<file path="src/sv/ralt_pkg.sv">
`timescale 1ns / 1ps
// Package for the room access list toggle block.
// Holds field widths, status codes, parameter defaults and the result struct.
package ralt_pkg;

  localparam int ROOM_W   = 14;
  localparam int CARD_W   = 32;
  localparam int STATUS_W = 3;

  localparam int ROOMS_DEF          = 4;
  localparam int SLOTS_PER_ROOM_DEF = 8;
  localparam int ID_BITS_DEF        = 32;

  typedef logic [STATUS_W-1:0] status_t;
  typedef logic [ROOM_W-1:0]   room_t;

  localparam room_t FIRST_ROOM_RESET = 14'd300;

  localparam status_t ST_INVALID = 3'd0;
  localparam status_t ST_ABSENT  = 3'd1;
  localparam status_t ST_PRESENT = 3'd2;
  localparam status_t ST_REMOVED = 3'd3;
  localparam status_t ST_ADDED   = 3'd4;
  localparam status_t ST_FULL    = 3'd5;

  localparam logic OP_CHECK  = 1'b0;
  localparam logic OP_TOGGLE = 1'b1;

  typedef struct packed {
    logic    valid;
    status_t status;
  } res_t;

endpackage

</file>
<file path="src/sv/ralt_in_if.sv">
`timescale 1ns / 1ps
// Input channel interface: valid/ready plus operation, room number and card ID.
// Depends on ralt_pkg.
interface ralt_in_if;
  import ralt_pkg::*;

  logic                valid;
  logic                ready;
  logic                operation;
  logic [ROOM_W-1:0]   room_number;
  logic [CARD_W-1:0]   card_id;

  modport source (output valid, output operation, output room_number, output card_id,
                  input ready);
  modport sink   (input valid, input operation, input room_number, input card_id,
                  output ready);
endinterface

</file>
<file path="src/sv/ralt_out_if.sv">
`timescale 1ns / 1ps
// Result channel interface: valid/ready plus the status code.
// Depends on ralt_pkg.
interface ralt_out_if;
  import ralt_pkg::*;

  logic                valid;
  logic                ready;
  logic [STATUS_W-1:0] status;

  modport source (output valid, output status, input ready);
  modport sink   (input valid, input status, output ready);
endinterface

</file>
<file path="src/sv/ralt_id_mem.sv">
`timescale 1ns / 1ps
// Card ID store: single write port, single read port with a registered read output.
// No dependencies.
module ralt_id_mem #(
  parameter int DEPTH = 32,
  parameter int WIDTH = 32,
  parameter int AW    = 5
) (
  input  logic             clk,
  input  logic             we,
  input  logic [AW-1:0]    waddr,
  input  logic [WIDTH-1:0] wdata,
  input  logic [AW-1:0]    raddr,
  output logic [WIDTH-1:0] rdata
);

  logic [WIDTH-1:0] mem [DEPTH];

  always_ff @(posedge clk) begin
    if (we) begin
      mem[waddr] <= wdata;
    end
  end

  always_ff @(posedge clk) begin
    rdata <= mem[raddr];
  end

endmodule

</file>
<file path="src/sv/ralt_ctrl.sv">
`timescale 1ns / 1ps
// Sequencer: clears the store after reset, then per item in a valid room walks
// its slots, records the first match and first empty slot, and writes back on
// a toggle unless the room is full. Depends on ralt_pkg and ralt_in_if.
module ralt_ctrl #(
  parameter int ROOMS          = 4,
  parameter int SLOTS_PER_ROOM = 8,
  parameter int ID_BITS        = 32,
  parameter int AW             = 5
) (
  input  logic                 clk,
  input  logic                 rst_n,
  ralt_in_if.sink              in_ch,
  input  ralt_pkg::room_t      first_room,
  output ralt_pkg::res_t       res,
  input  logic                 res_ready,
  output logic                 mem_we,
  output logic [AW-1:0]        mem_waddr,
  output logic [ID_BITS-1:0]   mem_wdata,
  output logic [AW-1:0]        mem_raddr,
  input  logic [ID_BITS-1:0]   mem_rdata
);
  import ralt_pkg::*;

  localparam int DEPTH = ROOMS * SLOTS_PER_ROOM;
  localparam int RIW   = (ROOMS > 1) ? $clog2(ROOMS) : 1;
  localparam int SCW   = (SLOTS_PER_ROOM > 1) ? $clog2(SLOTS_PER_ROOM) : 1;

  localparam logic [2:0] S_CLEAR  = 3'd0;
  localparam logic [2:0] S_IDLE   = 3'd1;
  localparam logic [2:0] S_READ   = 3'd2;
  localparam logic [2:0] S_CMP    = 3'd3;
  localparam logic [2:0] S_DECIDE = 3'd4;
  localparam logic [2:0] S_RESP   = 3'd5;

  logic [2:0]         state_r, state_nxt;
  logic [AW-1:0]      addr_r, addr_nxt;
  logic [SCW-1:0]     slot_r, slot_nxt;
  logic               hit_r, hit_nxt;
  logic               emp_r, emp_nxt;
  logic [AW-1:0]      hit_addr_r, hit_addr_nxt;
  logic [AW-1:0]      emp_addr_r, emp_addr_nxt;
  logic [ID_BITS-1:0] key_r, key_nxt;
  logic               op_r, op_nxt;
  status_t            status_r, status_nxt;

  logic               in_fire;
  logic               below_base;
  room_t              room_diff;
  logic               room_bad;
  logic [RIW-1:0]     room_idx;

  assign in_ch.ready = (state_r == S_IDLE);
  assign in_fire     = in_ch.valid && in_ch.ready;
  assign below_base  = in_ch.room_number < first_room;
  assign room_diff   = in_ch.room_number - first_room;
  assign room_bad    = below_base || (room_diff >= ROOM_W'(ROOMS));
  assign room_idx    = room_diff[RIW-1:0];

  assign mem_raddr  = addr_r;
  assign res.valid  = (state_r == S_RESP);
  assign res.status = status_r;

  always_comb begin
    state_nxt    = state_r;
    addr_nxt     = addr_r;
    slot_nxt     = slot_r;
    hit_nxt      = hit_r;
    emp_nxt      = emp_r;
    hit_addr_nxt = hit_addr_r;
    emp_addr_nxt = emp_addr_r;
    key_nxt      = key_r;
    op_nxt       = op_r;
    status_nxt   = status_r;
    mem_we       = 1'b0;
    mem_waddr    = addr_r;
    mem_wdata    = '0;

    unique case (state_r)
      S_CLEAR: begin
        mem_we   = 1'b1;
        addr_nxt = addr_r + 1'b1;
        if (addr_r == AW'(DEPTH - 1)) begin
          addr_nxt  = '0;
          state_nxt = S_IDLE;
        end
      end
      S_IDLE: begin
        if (in_fire) begin
          key_nxt  = ID_BITS'(in_ch.card_id);
          op_nxt   = in_ch.operation;
          hit_nxt  = 1'b0;
          emp_nxt  = 1'b0;
          slot_nxt = '0;
          addr_nxt = AW'(room_idx * SLOTS_PER_ROOM);
          if (room_bad) begin
            status_nxt = ST_INVALID;
            state_nxt  = S_RESP;
          end else begin
            state_nxt = S_READ;
          end
        end
      end
      S_READ: begin
        state_nxt = S_CMP;
      end
      S_CMP: begin
        if (!hit_r && (mem_rdata == key_r)) begin
          hit_nxt      = 1'b1;
          hit_addr_nxt = addr_r;
        end
        if (!emp_r && (mem_rdata == '0)) begin
          emp_nxt      = 1'b1;
          emp_addr_nxt = addr_r;
        end
        if (slot_r == SCW'(SLOTS_PER_ROOM - 1)) begin
          state_nxt = S_DECIDE;
        end else begin
          slot_nxt  = slot_r + 1'b1;
          addr_nxt  = addr_r + 1'b1;
          state_nxt = S_READ;
        end
      end
      S_DECIDE: begin
        state_nxt = S_RESP;
        if (op_r == OP_CHECK) begin
          status_nxt = hit_r ? ST_PRESENT : ST_ABSENT;
        end else if (hit_r) begin
          mem_we     = 1'b1;
          mem_waddr  = hit_addr_r;
          mem_wdata  = '0;
          status_nxt = ST_REMOVED;
        end else if (emp_r) begin
          mem_we     = 1'b1;
          mem_waddr  = emp_addr_r;
          mem_wdata  = key_r;
          status_nxt = ST_ADDED;
        end else begin
          status_nxt = ST_FULL;
        end
      end
      S_RESP: begin
        if (res_ready) begin
          state_nxt = S_IDLE;
        end
      end
      default: begin
        state_nxt = S_IDLE;
      end
    endcase
  end

  always_ff @(posedge clk) begin
    if (!rst_n) begin
      state_r <= S_CLEAR;
      addr_r  <= '0;
      slot_r  <= '0;
      hit_r   <= 1'b0;
      emp_r   <= 1'b0;
    end else begin
      state_r <= state_nxt;
      addr_r  <= addr_nxt;
      slot_r  <= slot_nxt;
      hit_r   <= hit_nxt;
      emp_r   <= emp_nxt;
    end
  end

  always_ff @(posedge clk) begin
    hit_addr_r <= hit_addr_nxt;
    emp_addr_r <= emp_addr_nxt;
    key_r      <= key_nxt;
    op_r       <= op_nxt;
    status_r   <= status_nxt;
  end

  // Store is only written while clearing or when a toggle is resolved.
  a_write_phase: assert property (@(posedge clk) disable iff (!rst_n)
    mem_we |-> (state_r == S_CLEAR || state_r == S_DECIDE))
    else $error("store written outside clear or decide");

  // Every compare consumes data from a read issued the cycle before.
  a_read_then_cmp: assert property (@(posedge clk) disable iff (!rst_n)
    (state_r == S_CMP) |-> ($past(state_r) == S_READ))
    else $error("compare without preceding read");

  // A valid room always starts a slot walk at the room's first slot.
  a_walk_start: assert property (@(posedge clk) disable iff (!rst_n)
    (in_fire && !room_bad) |=> (state_r == S_READ && slot_r == '0))
    else $error("slot walk did not start");

  // A toggle that hit clears the matching slot.
  a_remove_clears: assert property (@(posedge clk) disable iff (!rst_n)
    (state_r == S_DECIDE && op_r == OP_TOGGLE && hit_r) |->
      (mem_we && mem_wdata == '0 && mem_waddr == hit_addr_r))
    else $error("remove did not clear the slot");

endmodule

</file>
<file path="src/sv/room_access_list_toggle.sv">
`timescale 1ns / 1ps
// Top level of the room access list toggle block.
// Depends on ralt_pkg, ralt_in_if, ralt_out_if, ralt_id_mem and ralt_ctrl.
//
// Per-room access list of card IDs held in one synchronous RAM of
// ROOMS*SLOTS_PER_ROOM entries, ID_BITS wide. After reset the block sweeps the
// RAM to zero, one entry per cycle, so in_ch.ready stays low until the sweep
// ends; cfg writes are taken throughout. Each transfer on in_ch carries an
// operation (check or toggle), a room number and a card ID. The room number
// minus first_room_number selects the room; a room below the base or past the
// last room returns "invalid room". For a valid room the sequencer walks the
// room's slots, one read and one compare per slot through the RAM's single
// read port, and handles one item at a time. A check returns present or
// absent; a toggle clears the first matching slot (removed), else fills the
// first empty slot (added), else returns room full. A zero ID marks an empty
// slot, so a zero card ID matches any free slot. The result sits in an output
// register: the next item is taken while it waits on out_ch.ready.
// Write first_room_number through cfg_we/cfg_wdata only while the block is idle.
module room_access_list_toggle #(
  parameter int ROOMS          = ralt_pkg::ROOMS_DEF,
  parameter int SLOTS_PER_ROOM = ralt_pkg::SLOTS_PER_ROOM_DEF,
  parameter int ID_BITS        = ralt_pkg::ID_BITS_DEF
) (
  input  logic                 clk,
  input  logic                 rst_n,
  ralt_in_if.sink              in_ch,
  ralt_out_if.source           out_ch,
  input  logic                 cfg_we,
  input  ralt_pkg::room_t      cfg_wdata
);
  import ralt_pkg::*;

  localparam int DEPTH = ROOMS * SLOTS_PER_ROOM;
  localparam int AW    = (DEPTH > 1) ? $clog2(DEPTH) : 1;

  // Base room register.
  room_t   first_room_r;

  // Output register, parts the sequencer from the result channel.
  logic    out_valid_r, out_valid_nxt;
  status_t out_status_r;

  res_t    res;
  logic    res_ready;

  logic               mem_we;
  logic [AW-1:0]      mem_waddr;
  logic [ID_BITS-1:0] mem_wdata;
  logic [AW-1:0]      mem_raddr;
  logic [ID_BITS-1:0] mem_rdata;

  always_ff @(posedge clk) begin
    if (!rst_n) begin
      first_room_r <= FIRST_ROOM_RESET;
    end else if (cfg_we) begin
      first_room_r <= cfg_wdata;
    end
  end

  // Load a new result when the register is empty or being drained this cycle.
  assign res_ready = !out_valid_r || out_ch.ready;

  always_comb begin
    out_valid_nxt = out_valid_r;
    if (res_ready) begin
      out_valid_nxt = res.valid;
    end
  end

  always_ff @(posedge clk) begin
    if (!rst_n) begin
      out_valid_r <= 1'b0;
    end else begin
      out_valid_r <= out_valid_nxt;
    end
  end

  // Hold the status until the transfer completes.
  always_ff @(posedge clk) begin
    if (res_ready && res.valid) begin
      out_status_r <= res.status;
    end
  end

  assign out_ch.valid  = out_valid_r;
  assign out_ch.status = out_status_r;

  ralt_id_mem #(
    .DEPTH (DEPTH),
    .WIDTH (ID_BITS),
    .AW    (AW)
  ) u_mem (
    .clk   (clk),
    .we    (mem_we),
    .waddr (mem_waddr),
    .wdata (mem_wdata),
    .raddr (mem_raddr),
    .rdata (mem_rdata)
  );

  ralt_ctrl #(
    .ROOMS          (ROOMS),
    .SLOTS_PER_ROOM (SLOTS_PER_ROOM),
    .ID_BITS        (ID_BITS),
    .AW             (AW)
  ) u_ctrl (
    .clk        (clk),
    .rst_n      (rst_n),
    .in_ch      (in_ch),
    .first_room (first_room_r),
    .res        (res),
    .res_ready  (res_ready),
    .mem_we     (mem_we),
    .mem_waddr  (mem_waddr),
    .mem_wdata  (mem_wdata),
    .mem_raddr  (mem_raddr),
    .mem_rdata  (mem_rdata)
  );

endmodule
</file>
<file path="src/flat_wrapper.sv">
// flat-port wrapper written by rule: the top's interface ports become plain ports
module room_access_list_toggle_flat import ralt_pkg::*;
#(
  parameter int ROOMS          = ralt_pkg::ROOMS_DEF,
  parameter int SLOTS_PER_ROOM = ralt_pkg::SLOTS_PER_ROOM_DEF,
  parameter int ID_BITS        = ralt_pkg::ID_BITS_DEF
)
  (clk, rst_n, cfg_we, cfg_wdata, in_ch_valid, in_ch_operation, in_ch_room_number, in_ch_card_id, in_ch_ready, out_ch_valid, out_ch_status, out_ch_ready);
  ralt_in_if in_ch_i ();
  ralt_out_if out_ch_i ();
  input  logic clk;
  input  logic rst_n;
  input  logic cfg_we;
  input  ralt_pkg::room_t cfg_wdata;
  input wire logic [$bits(in_ch_i.valid)-1:0] in_ch_valid;
  input wire logic [$bits(in_ch_i.operation)-1:0] in_ch_operation;
  input wire logic [$bits(in_ch_i.room_number)-1:0] in_ch_room_number;
  input wire logic [$bits(in_ch_i.card_id)-1:0] in_ch_card_id;
  output wire logic [$bits(in_ch_i.ready)-1:0] in_ch_ready;
  output wire logic [$bits(out_ch_i.valid)-1:0] out_ch_valid;
  output wire logic [$bits(out_ch_i.status)-1:0] out_ch_status;
  input wire logic [$bits(out_ch_i.ready)-1:0] out_ch_ready;
  assign in_ch_i.valid = in_ch_valid;
  assign in_ch_i.operation = in_ch_operation;
  assign in_ch_i.room_number = in_ch_room_number;
  assign in_ch_i.card_id = in_ch_card_id;
  assign in_ch_ready = in_ch_i.ready;
  assign out_ch_valid = out_ch_i.valid;
  assign out_ch_status = out_ch_i.status;
  assign out_ch_i.ready = out_ch_ready;
  room_access_list_toggle #(.ROOMS(ROOMS), .SLOTS_PER_ROOM(SLOTS_PER_ROOM), .ID_BITS(ID_BITS)) u_core (.clk(clk), .rst_n(rst_n), .in_ch(in_ch_i), .out_ch(out_ch_i), .cfg_we(cfg_we), .cfg_wdata(cfg_wdata));
endmodule
</file>
<file path="config.mk">
export PLATFORM = sky130hd
export DESIGN_NAME = room_access_list_toggle_flat
export DESIGN_NICKNAME = d
export VERILOG_FILES = /design/src/sv/ralt_pkg.sv /design/src/sv/ralt_in_if.sv /design/src/sv/ralt_out_if.sv /design/src/sv/ralt_id_mem.sv /design/src/sv/ralt_ctrl.sv /design/src/sv/room_access_list_toggle.sv /design/src/flat_wrapper.sv
export SDC_FILE = /design/constraint.sdc
export NUM_CORES = 1
export LEC_CHECK = 0
export ABC_CLOCK_PERIOD_IN_PS = 10800
export BUFFER_PORTS_ARGS = -buffer_cell sky130_fd_sc_hd__buf_2
export CAP_MARGIN = 20
export CORE_MARGIN = 10
export CORE_UTILIZATION = 40
export DETAILED_ROUTE_END_ITERATION = 7
export GPL_ROUTABILITY_DRIVEN = 1
export GPL_TIMING_DRIVEN = 0
export SLEW_MARGIN = 10
export SYNTH_ARGS = -nofsm -noshare
export SYNTH_HDL_FRONTEND = slang
export SYNTH_HIERARCHICAL = 1
export SYNTH_SLANG_ARGS = --single-unit
</file>
<file path="constraint.sdc">
create_clock -name clk -period 10.8 [get_ports clk]
set_input_delay 1.62 -clock clk [delete_from_list [all_inputs] [get_ports clk]]
set_output_delay 1.62 -clock clk [all_outputs]
set_load 0.01 [all_outputs]
</file>
# Word-level counts from Yosys, hierarchy flattened

Memories as Yosys holds them, arrays and structs flattened. A register that Yosys moved wholly into a read port is not among the register bits.
Cells that the tools add are included.
Widths: inputs -> output; s select.

Register bits after elaboration: 77
Memories: 1
Output and inout bits: 5
Input bits: 66
RAM bits: 1024
Logic and storage cells: 96

Memories:

| name             | words | bits a word | rd ports | clocked after memory_dff | write ports | RTL line          | text |
|---|---|---|---|---|---|---|---|
| u_core.u_mem.mem | 32    | 32          | 1        | 1                        | 1           | ralt_id_mem.sv:17 | `logic [WIDTH-1:0] mem [DEPTH];` |

Equality and inequality tests: 15
$lt $le $gt $ge: 2
Multiplexer cells: 39
Reduce and logical (&&, ||, !) cells: 23
Add/subtract/negate cells: 3

Operator list:

| cell                | count |
|---|---|
| $mux 32             | 4 |
| $mux 5              | 7 |
| $mux 3              | 11 |
| $eq 32x32->1        | 1 |
| $logic_not 32->1    | 1 |
| $pmux 3 s6          | 1 |
| $reduce_and 3->1    | 6 |
| $pmux 5 s3          | 1 |
| $ge 14x3->1 const B | 1 |
| $lt 14x14->1        | 1 |
| $sub 14x14->14      | 1 |
| $pmux 3 s2          | 2 |
| $ne 2x2->1 const B  | 5 |
| $eq 3x3->1 const B  | 3 |
| $mux 1              | 9 |
| $eq 3x2->1 const B  | 2 |
| $pmux 1 s2          | 3 |
| $reduce_and 2->1    | 3 |
| $add 5x1->5 const B | 1 |
| $eq 5x5->1 const B  | 1 |
| $logic_and 1x1->1   | 4 |
| $ne 2x1->1 const B  | 2 |
| $reduce_bool 2->1   | 2 |
| $add 3x1->3 const B | 1 |
| 6 further kinds     | 9 |

# Logic depth before layout (Yosys ltp)

Word-level depth: 6
Mapped depth: 12
Gate-level depth less buffers: 12

# By module

The synthesis kept the hierarchy.

Modules (own cells, without submodules):

| module                  | cells an instance | area each (um^2) | seq. area each (um^2) | times used |
|---|---|---|---|---|
| ralt_id_mem             | 2260              | 40485.1          | 31390.1               | 1 |
| ralt_ctrl               | 367               | 3694.8           | 1641.6                | 1 |
| room_access_list_toggle | 53                | 666.9            | 390.4                 | 1 |

# Least setup slack after synthesis

No wires, ideal clock.

Path kind: input -> register
Start point: in in_ch_room_number[0]
End point: reg u_core.u_ctrl.status_r[0] (enable)
Stages on the path: 12
Path buffers: 0
Setup time: 0.256 ns
Setup slack: 6.566 ns
Required time: 10.544 ns
Data arrival time: 3.978 ns
Cell sequence: inv_1 ha_1 inv_1 fa_1 a211oi_1 o21ai_0 nor3b_1 nor4_1 o2111ai_1 a2111oi_4 o2111ai_2 a22o_1

Cells in the longest elaborated chain, start to end: 5
Elaborated cells between the ends (all ways): 6
Those cells by class: 1 x add/sub; 2 x order compare; 1 x eq/ne; 2 x reduce/logical

Ends and longest elaborated chain:

| item                           | RTL line           | text |
|---|---|---|
| from (decl)                    | flat_wrapper.sv:17 | `input wire logic [$bits(in_ch_i.room_number)-1:0] in_ch_room_number;` |
| $sub 14x14->14                 | ralt_ctrl.sv:56    | `assign room_diff = in_ch.room_number - first_room;` |
| $ge 14x3->1                    | ralt_ctrl.sv:57    | `assign room_bad = below_base \|\| (room_diff >= ROOM_W'(ROOMS));` |
| $logic_or 1x1->1 (*)           | ralt_ctrl.sv:57    |  |
| $ne 2x1->1 (no line) (*)       | n/a                |  |
| $reduce_and 3->1 (no line) (*) | n/a                |  |
| to (signal assigned)           | ralt_ctrl.sv:174   | `status_r <= status_nxt;` |
| to (decl)                      | ralt_ctrl.sv:45    | `status_t status_r, status_nxt;` |

Every way passes the cells marked *; elsewhere a longest branch is shown, timed or not.
A chain may end at the register's enable or synchronous reset.

# Final worst setup path

Start point: reg u_core.u_ctrl.emp_r
End point: mem u_core.u_mem.mem[24][14] (enable)

Cells in the longest elaborated chain, start to end: 6
Elaborated cells between the ends (all ways): 10
Those cells by class: 10 x mux

Ends and longest elaborated chain:

| item                         | RTL line                      | text |
|---|---|---|
| from (decl)                  | ralt_ctrl.sv:40               | `logic emp_r, emp_nxt;` |
| from (signal assigned)       | ralt_ctrl.sv:165              | `emp_r <= emp_nxt;` |
| $mux 1                       | ralt_ctrl.sv:133              | `end else if (emp_r) begin` |
| $mux 1                       | ralt_ctrl.sv:128              | `end else if (hit_r) begin` |
| $mux 1                       | ralt_ctrl.sv:126              | `if (op_r == OP_CHECK) begin` |
| $pmux 1 s2                   | ralt_ctrl.sv:79               | `unique case (state_r)` |
| named net u_core.mem_we      | room_access_list_toggle.sv:46 | `logic mem_we;` |
| $mux 1                       | ralt_id_mem.sv:20             | `if (we) begin` |
| $mux 1 (not written as such) | ralt_id_mem.sv:21             | `mem[waddr] <= wdata;` |
| to (decl)                    | ralt_id_mem.sv:17             |  |

The timed path passes the listed nets, and every way through them passes these cells.

==> results_dict.tcl <==
set metrics [dict create \
    r2r_start "u_core/u_ctrl/emp_r" \
    hold-path-endpoint "u_core/out_ch.status[0]" \
    synth_compound_area_frac 0.05675 \
    vias_per_cell 5.583 \
    design.die.area_um2 125900 \
    numCtsBuffers 114 \
    cp-end-kind "register" \
    yosys_warnings 6 \
    ys_ff_latch 1133 \
    grt_usage 0.1806 \
    syn_nets 2765 \
    synth_xor_area_frac 0.007226 \
    cp.required_ns 11.21 \
    routed_wl_mm 117.5 \
    finalClockSkew_ns 0.06373 \
    cts_tree "done" \
    grt_pass1_vias 24664 \
    holdCritPathClass "register to register" \
    synthMuxAreaShare 0.1181 \
    syn_area_per_cell_um2 16.73 \
    grt_pass1_wl_mm 168.8 \
    overflow 0 \
    dp_cells 4281 \
    synth_top_area_frac 0.7185 \
    clockBufferDepth 3 \
    synth_edf_count 1073 \
    synthCells 2680 \
    yosysTopAreaCell "edfxtp_1" \
    timing.setup.tns_ns 0 \
    drv_slew 0 \
    fp-row-count 122 \
    ys_async_sr_fraction 0 \
    timing.final.crit_share 0.3989 \
    vias 25123 \
    htree_levels 3 \
    core_um2 111000 \
    hold_buffers 0 \
    switchingPower_w 0.002149 \
    tightest_slew_ns 1.171 \
    seqPwrFrac 0.525 \
    max_freq_mhz 232.1 \
    switching_share 0.2298 \
    ys_seq_area_frac 0.7453 \
    port_buffers 69 \
    setup_violations 0 \
    rr_worst_depth 8 \
    synth_top_family_by_area "multiplexers" \
    synthTopCellsByArea "edfxtp_1, mux2i_1, dfxtp_1" \
    holdPathStages 0 \
    diodes 0 \
    ys_types 59 \
    worst_setup_path_start_kind "register" \
    final_nets 3004 \
    leakagePower_nw 16.95 \
    wl_per_cell_um 26.12 \
    r2r-end "u_core/u_mem/mem[24][14]" \
    drive_gt1_frac 0.1351 \
    relSlewSlack 0.2192 \
    clock-sinks 1133 \
    peakVddDrop_uv 143.1 \
    rsz0062_at_grt "no" \
    netlist_area_um2 44850 \
    insertion_delay_ns 0.71 \
    cts.reportedPaths.clkPinSlew_ns 0.06 \
    ant_nets 0 \
    final.min_clock_period_ns 4.308 \
    die_w_um 354.8 \
    antenna_found_initial 0 \
    timing.hold.ws_ns 0.4210 \
    yosys.area_share.adder 0.005468 \
    start_util 0.4041 \
    cts_setup_buffers 0 \
    dp_hpwl_mm 80.46 \
    p_clk_frac 0.398 \
    final_hold_viol_count 0 \
    clockRootBuffer "clkbuf_16" \
    die_height_um 354.8 \
    cellPowerDensity_nw_per_um2 180.0 \
    cts_resized 0 \
    drtIter0Drc 2530 \
    p_int_w 0.007201 \
    arrival_ns 4.72 \
    place.gp.congestion 0.9115 \
    r2r_setup_slack_ns 6.49 \
    status "completed" \
    min-delay-start "u_core/u_ctrl/status_r[0]" \
    ys.flop_type "edfxtp_1" \
    firstDrtPassIters 6 \
    instances_no_fill 4500 \
    maxCapViolations 0 \
    nFillCells 9318 \
    path_max_fanout 21 \
    route.detailed.drc 0 \
    area_growth_pct 15.82 \
    critPathKind "register to register" \
    grt_max_degree 33 \
    pin_count 71 \
    power_frac_comb 0.077 \
    synthSimpleGateAreaFrac 0.04634 \
]
area by class of cell:
type / instances / area (µm²) / share of cell area
buffer: 147 / 854.6 / 0.01645
clock buffer: 146 / 2994 / 0.05764
clock inverter: 63 / 530.5 / 0.01021
inverter: 22 / 82.58 / 0.001590
multi-input combinational: 1378 / 10750 / 0.2070
sequential: 1133 / 33420 / 0.6434
tap: 1488 / 1862 / 0.03584
timing repair buffer: 123 / 1444 / 0.02780
through the flow:
step	total power (W)	setup WS, ns	cell area [µm²]	util
after detailed placement	0.005709	5.955	48250	0.4347
after CTS	0.009410	6.495	51770	0.4665
final	0.009349	6.492	51940	0.4681
after global routing	0.009640	6.220	51940	0.4681
after floorplan	0.005403	6.566	44850	-
after global placement	0.005676	4.680	47050	0.4240
synthesized netlist by cell type (2+ instances only):
master and n:
xnor2_1 11, and4_1 2, o211ai_1 3, clkbuf_4 2, buf_4 33, a22oi_1 103, a22o_1 65, o21a_1 3
o21ai_0 15, a21o_1 3, nor3b_1 2, nand2_1 119, nand2b_1 9, inv_1 22, nor2b_1 22, buf_2 28
and2_1 5, a31oi_1 38, or3b_2 3, nor2_1 48, nand4_1 3, mux2i_1 529, o211a_1 4, nor4_1 17
nand3_1 108, edfxtp_1 1073, nand3b_1 6, a21boi_0 3, o2111ai_1 2, ha_1 18, dfxtp_1 60, a211oi_1 3
clkbuf_1 62, xor2_1 26, or3_1 5, and3_1 35, buf_1 5, nor3_1 37, buf_6 16, a21oi_1 113
state kept, by name (all words and copies together) (netlist names):
| signal | flops |
|---|---|
| u_core/u_ctrl/hit_addr_r | 5 |
| u_core/u_ctrl/emp_addr_r | 5 |
| u_core/u_ctrl/slot_r | 3 |
| u_core/out_ch.status | 3 |
| u_core/u_ctrl/status_r | 3 |
| u_core/u_mem/rdata | 32 |
| u_core/first_room_r | 14 |
| u_core/u_ctrl/state_r | 3 |
| u_core/u_ctrl/op_r | 1 |
| u_core/out_ch.valid | 1 |
| u_core/u_ctrl/hit_r | 1 |
| u_core/u_ctrl/key_r | 32 |
| u_core/u_ctrl/mem_raddr | 5 |
| u_core/u_ctrl/emp_r | 1 |
| u_core/u_mem/mem | 1024 |
worst max-delay path: stages (launching register included):
cell      delay [ns]
dfxtp_1         0.30
clkbuf_1        0.51
clkbuf_1        0.45
o21ai_0         0.16
a21boi_0        0.56
or3b_2          0.49
clkbuf_1        0.42
nor2_4          0.89
buf_16          0.23
kinds of logic (layout without fill, tap and decap cells):
kind of cell    Yosys count  count (layout)
compound gates          369             369
fa+ha+maj                19              19
mux                     529             529
simple gates            424             424
buf+inv                 169             501
xor+xnor                 37              37
flops                  1133            1133
worst max-delay path by stage:
stage                               from                        end  slack [ns]
finish               u_core/u_ctrl/emp_r   u_core/u_mem/mem[24][14]        6.49
floorplan           in_ch_room_number[0]  u_core/u_ctrl/status_r[0]        6.57
detailed placement  in_ch_room_number[0]  u_core/u_ctrl/status_r[0]        5.95
global route         u_core/u_ctrl/emp_r   u_core/u_mem/mem[24][19]        6.22
global placement     u_core/u_ctrl/emp_r     u_core/u_mem/mem[8][4]        4.68
CTS                  u_core/u_ctrl/emp_r   u_core/u_mem/mem[24][19]        6.49
power by group through the flow:
| stage | Combinational [W] | Sequential (W) | Clock, W |
|---|---|---|---|
| finish | 0.000716 | 0.00491 | 0.00372 |
| global route | 0.000748 | 0.00492 | 0.00398 |
| CTS | 0.000710 | 0.00491 | 0.00379 |
| detailed placement | 0.000707 | 0.00500 | 0 |
| global placement | 0.000670 | 0.00501 | 0 |
| floorplan | 0.000415 | 0.00499 | 0 |
placed cells by master (no fill, tap or decap), types with 21 or more instances in the layout:
| cell type | n |
|---|---|
| clkbuf_16 | 115 |
| a31oi_1 | 38 |
| mux2i_1 | 529 |
| a21oi_1 | 113 |
| xor2_1 | 26 |
| edfxtp_1 | 1073 |
| buf_4 | 35 |
| clkbuf_1 | 93 |
| nor2_4 | 32 |
| inv_1 | 21 |
| nand2_1 | 119 |
| clkinv_1 | 29 |
| nand3_1 | 108 |
| and3_1 | 24 |
| a22oi_1 | 103 |
| nor3_1 | 37 |
| nor2b_1 | 22 |
| buf_2 | 97 |
| dfxtp_1 | 60 |
| a22o_1 | 65 |
routing by layer:
layer,vias to the layer above,share of wire,GRT usage,wire length (µm)
met5,-,0,0,0
met4,0,0.037,0.06453,4377
met3,207,0.083,0.03746,9716
met2,1088,0.46,0.2837,53700
met1,12829,0.42,0.2474,49730
li1,10999,-,-,-
Note: power is estimated with default switching activity, not from simulation.
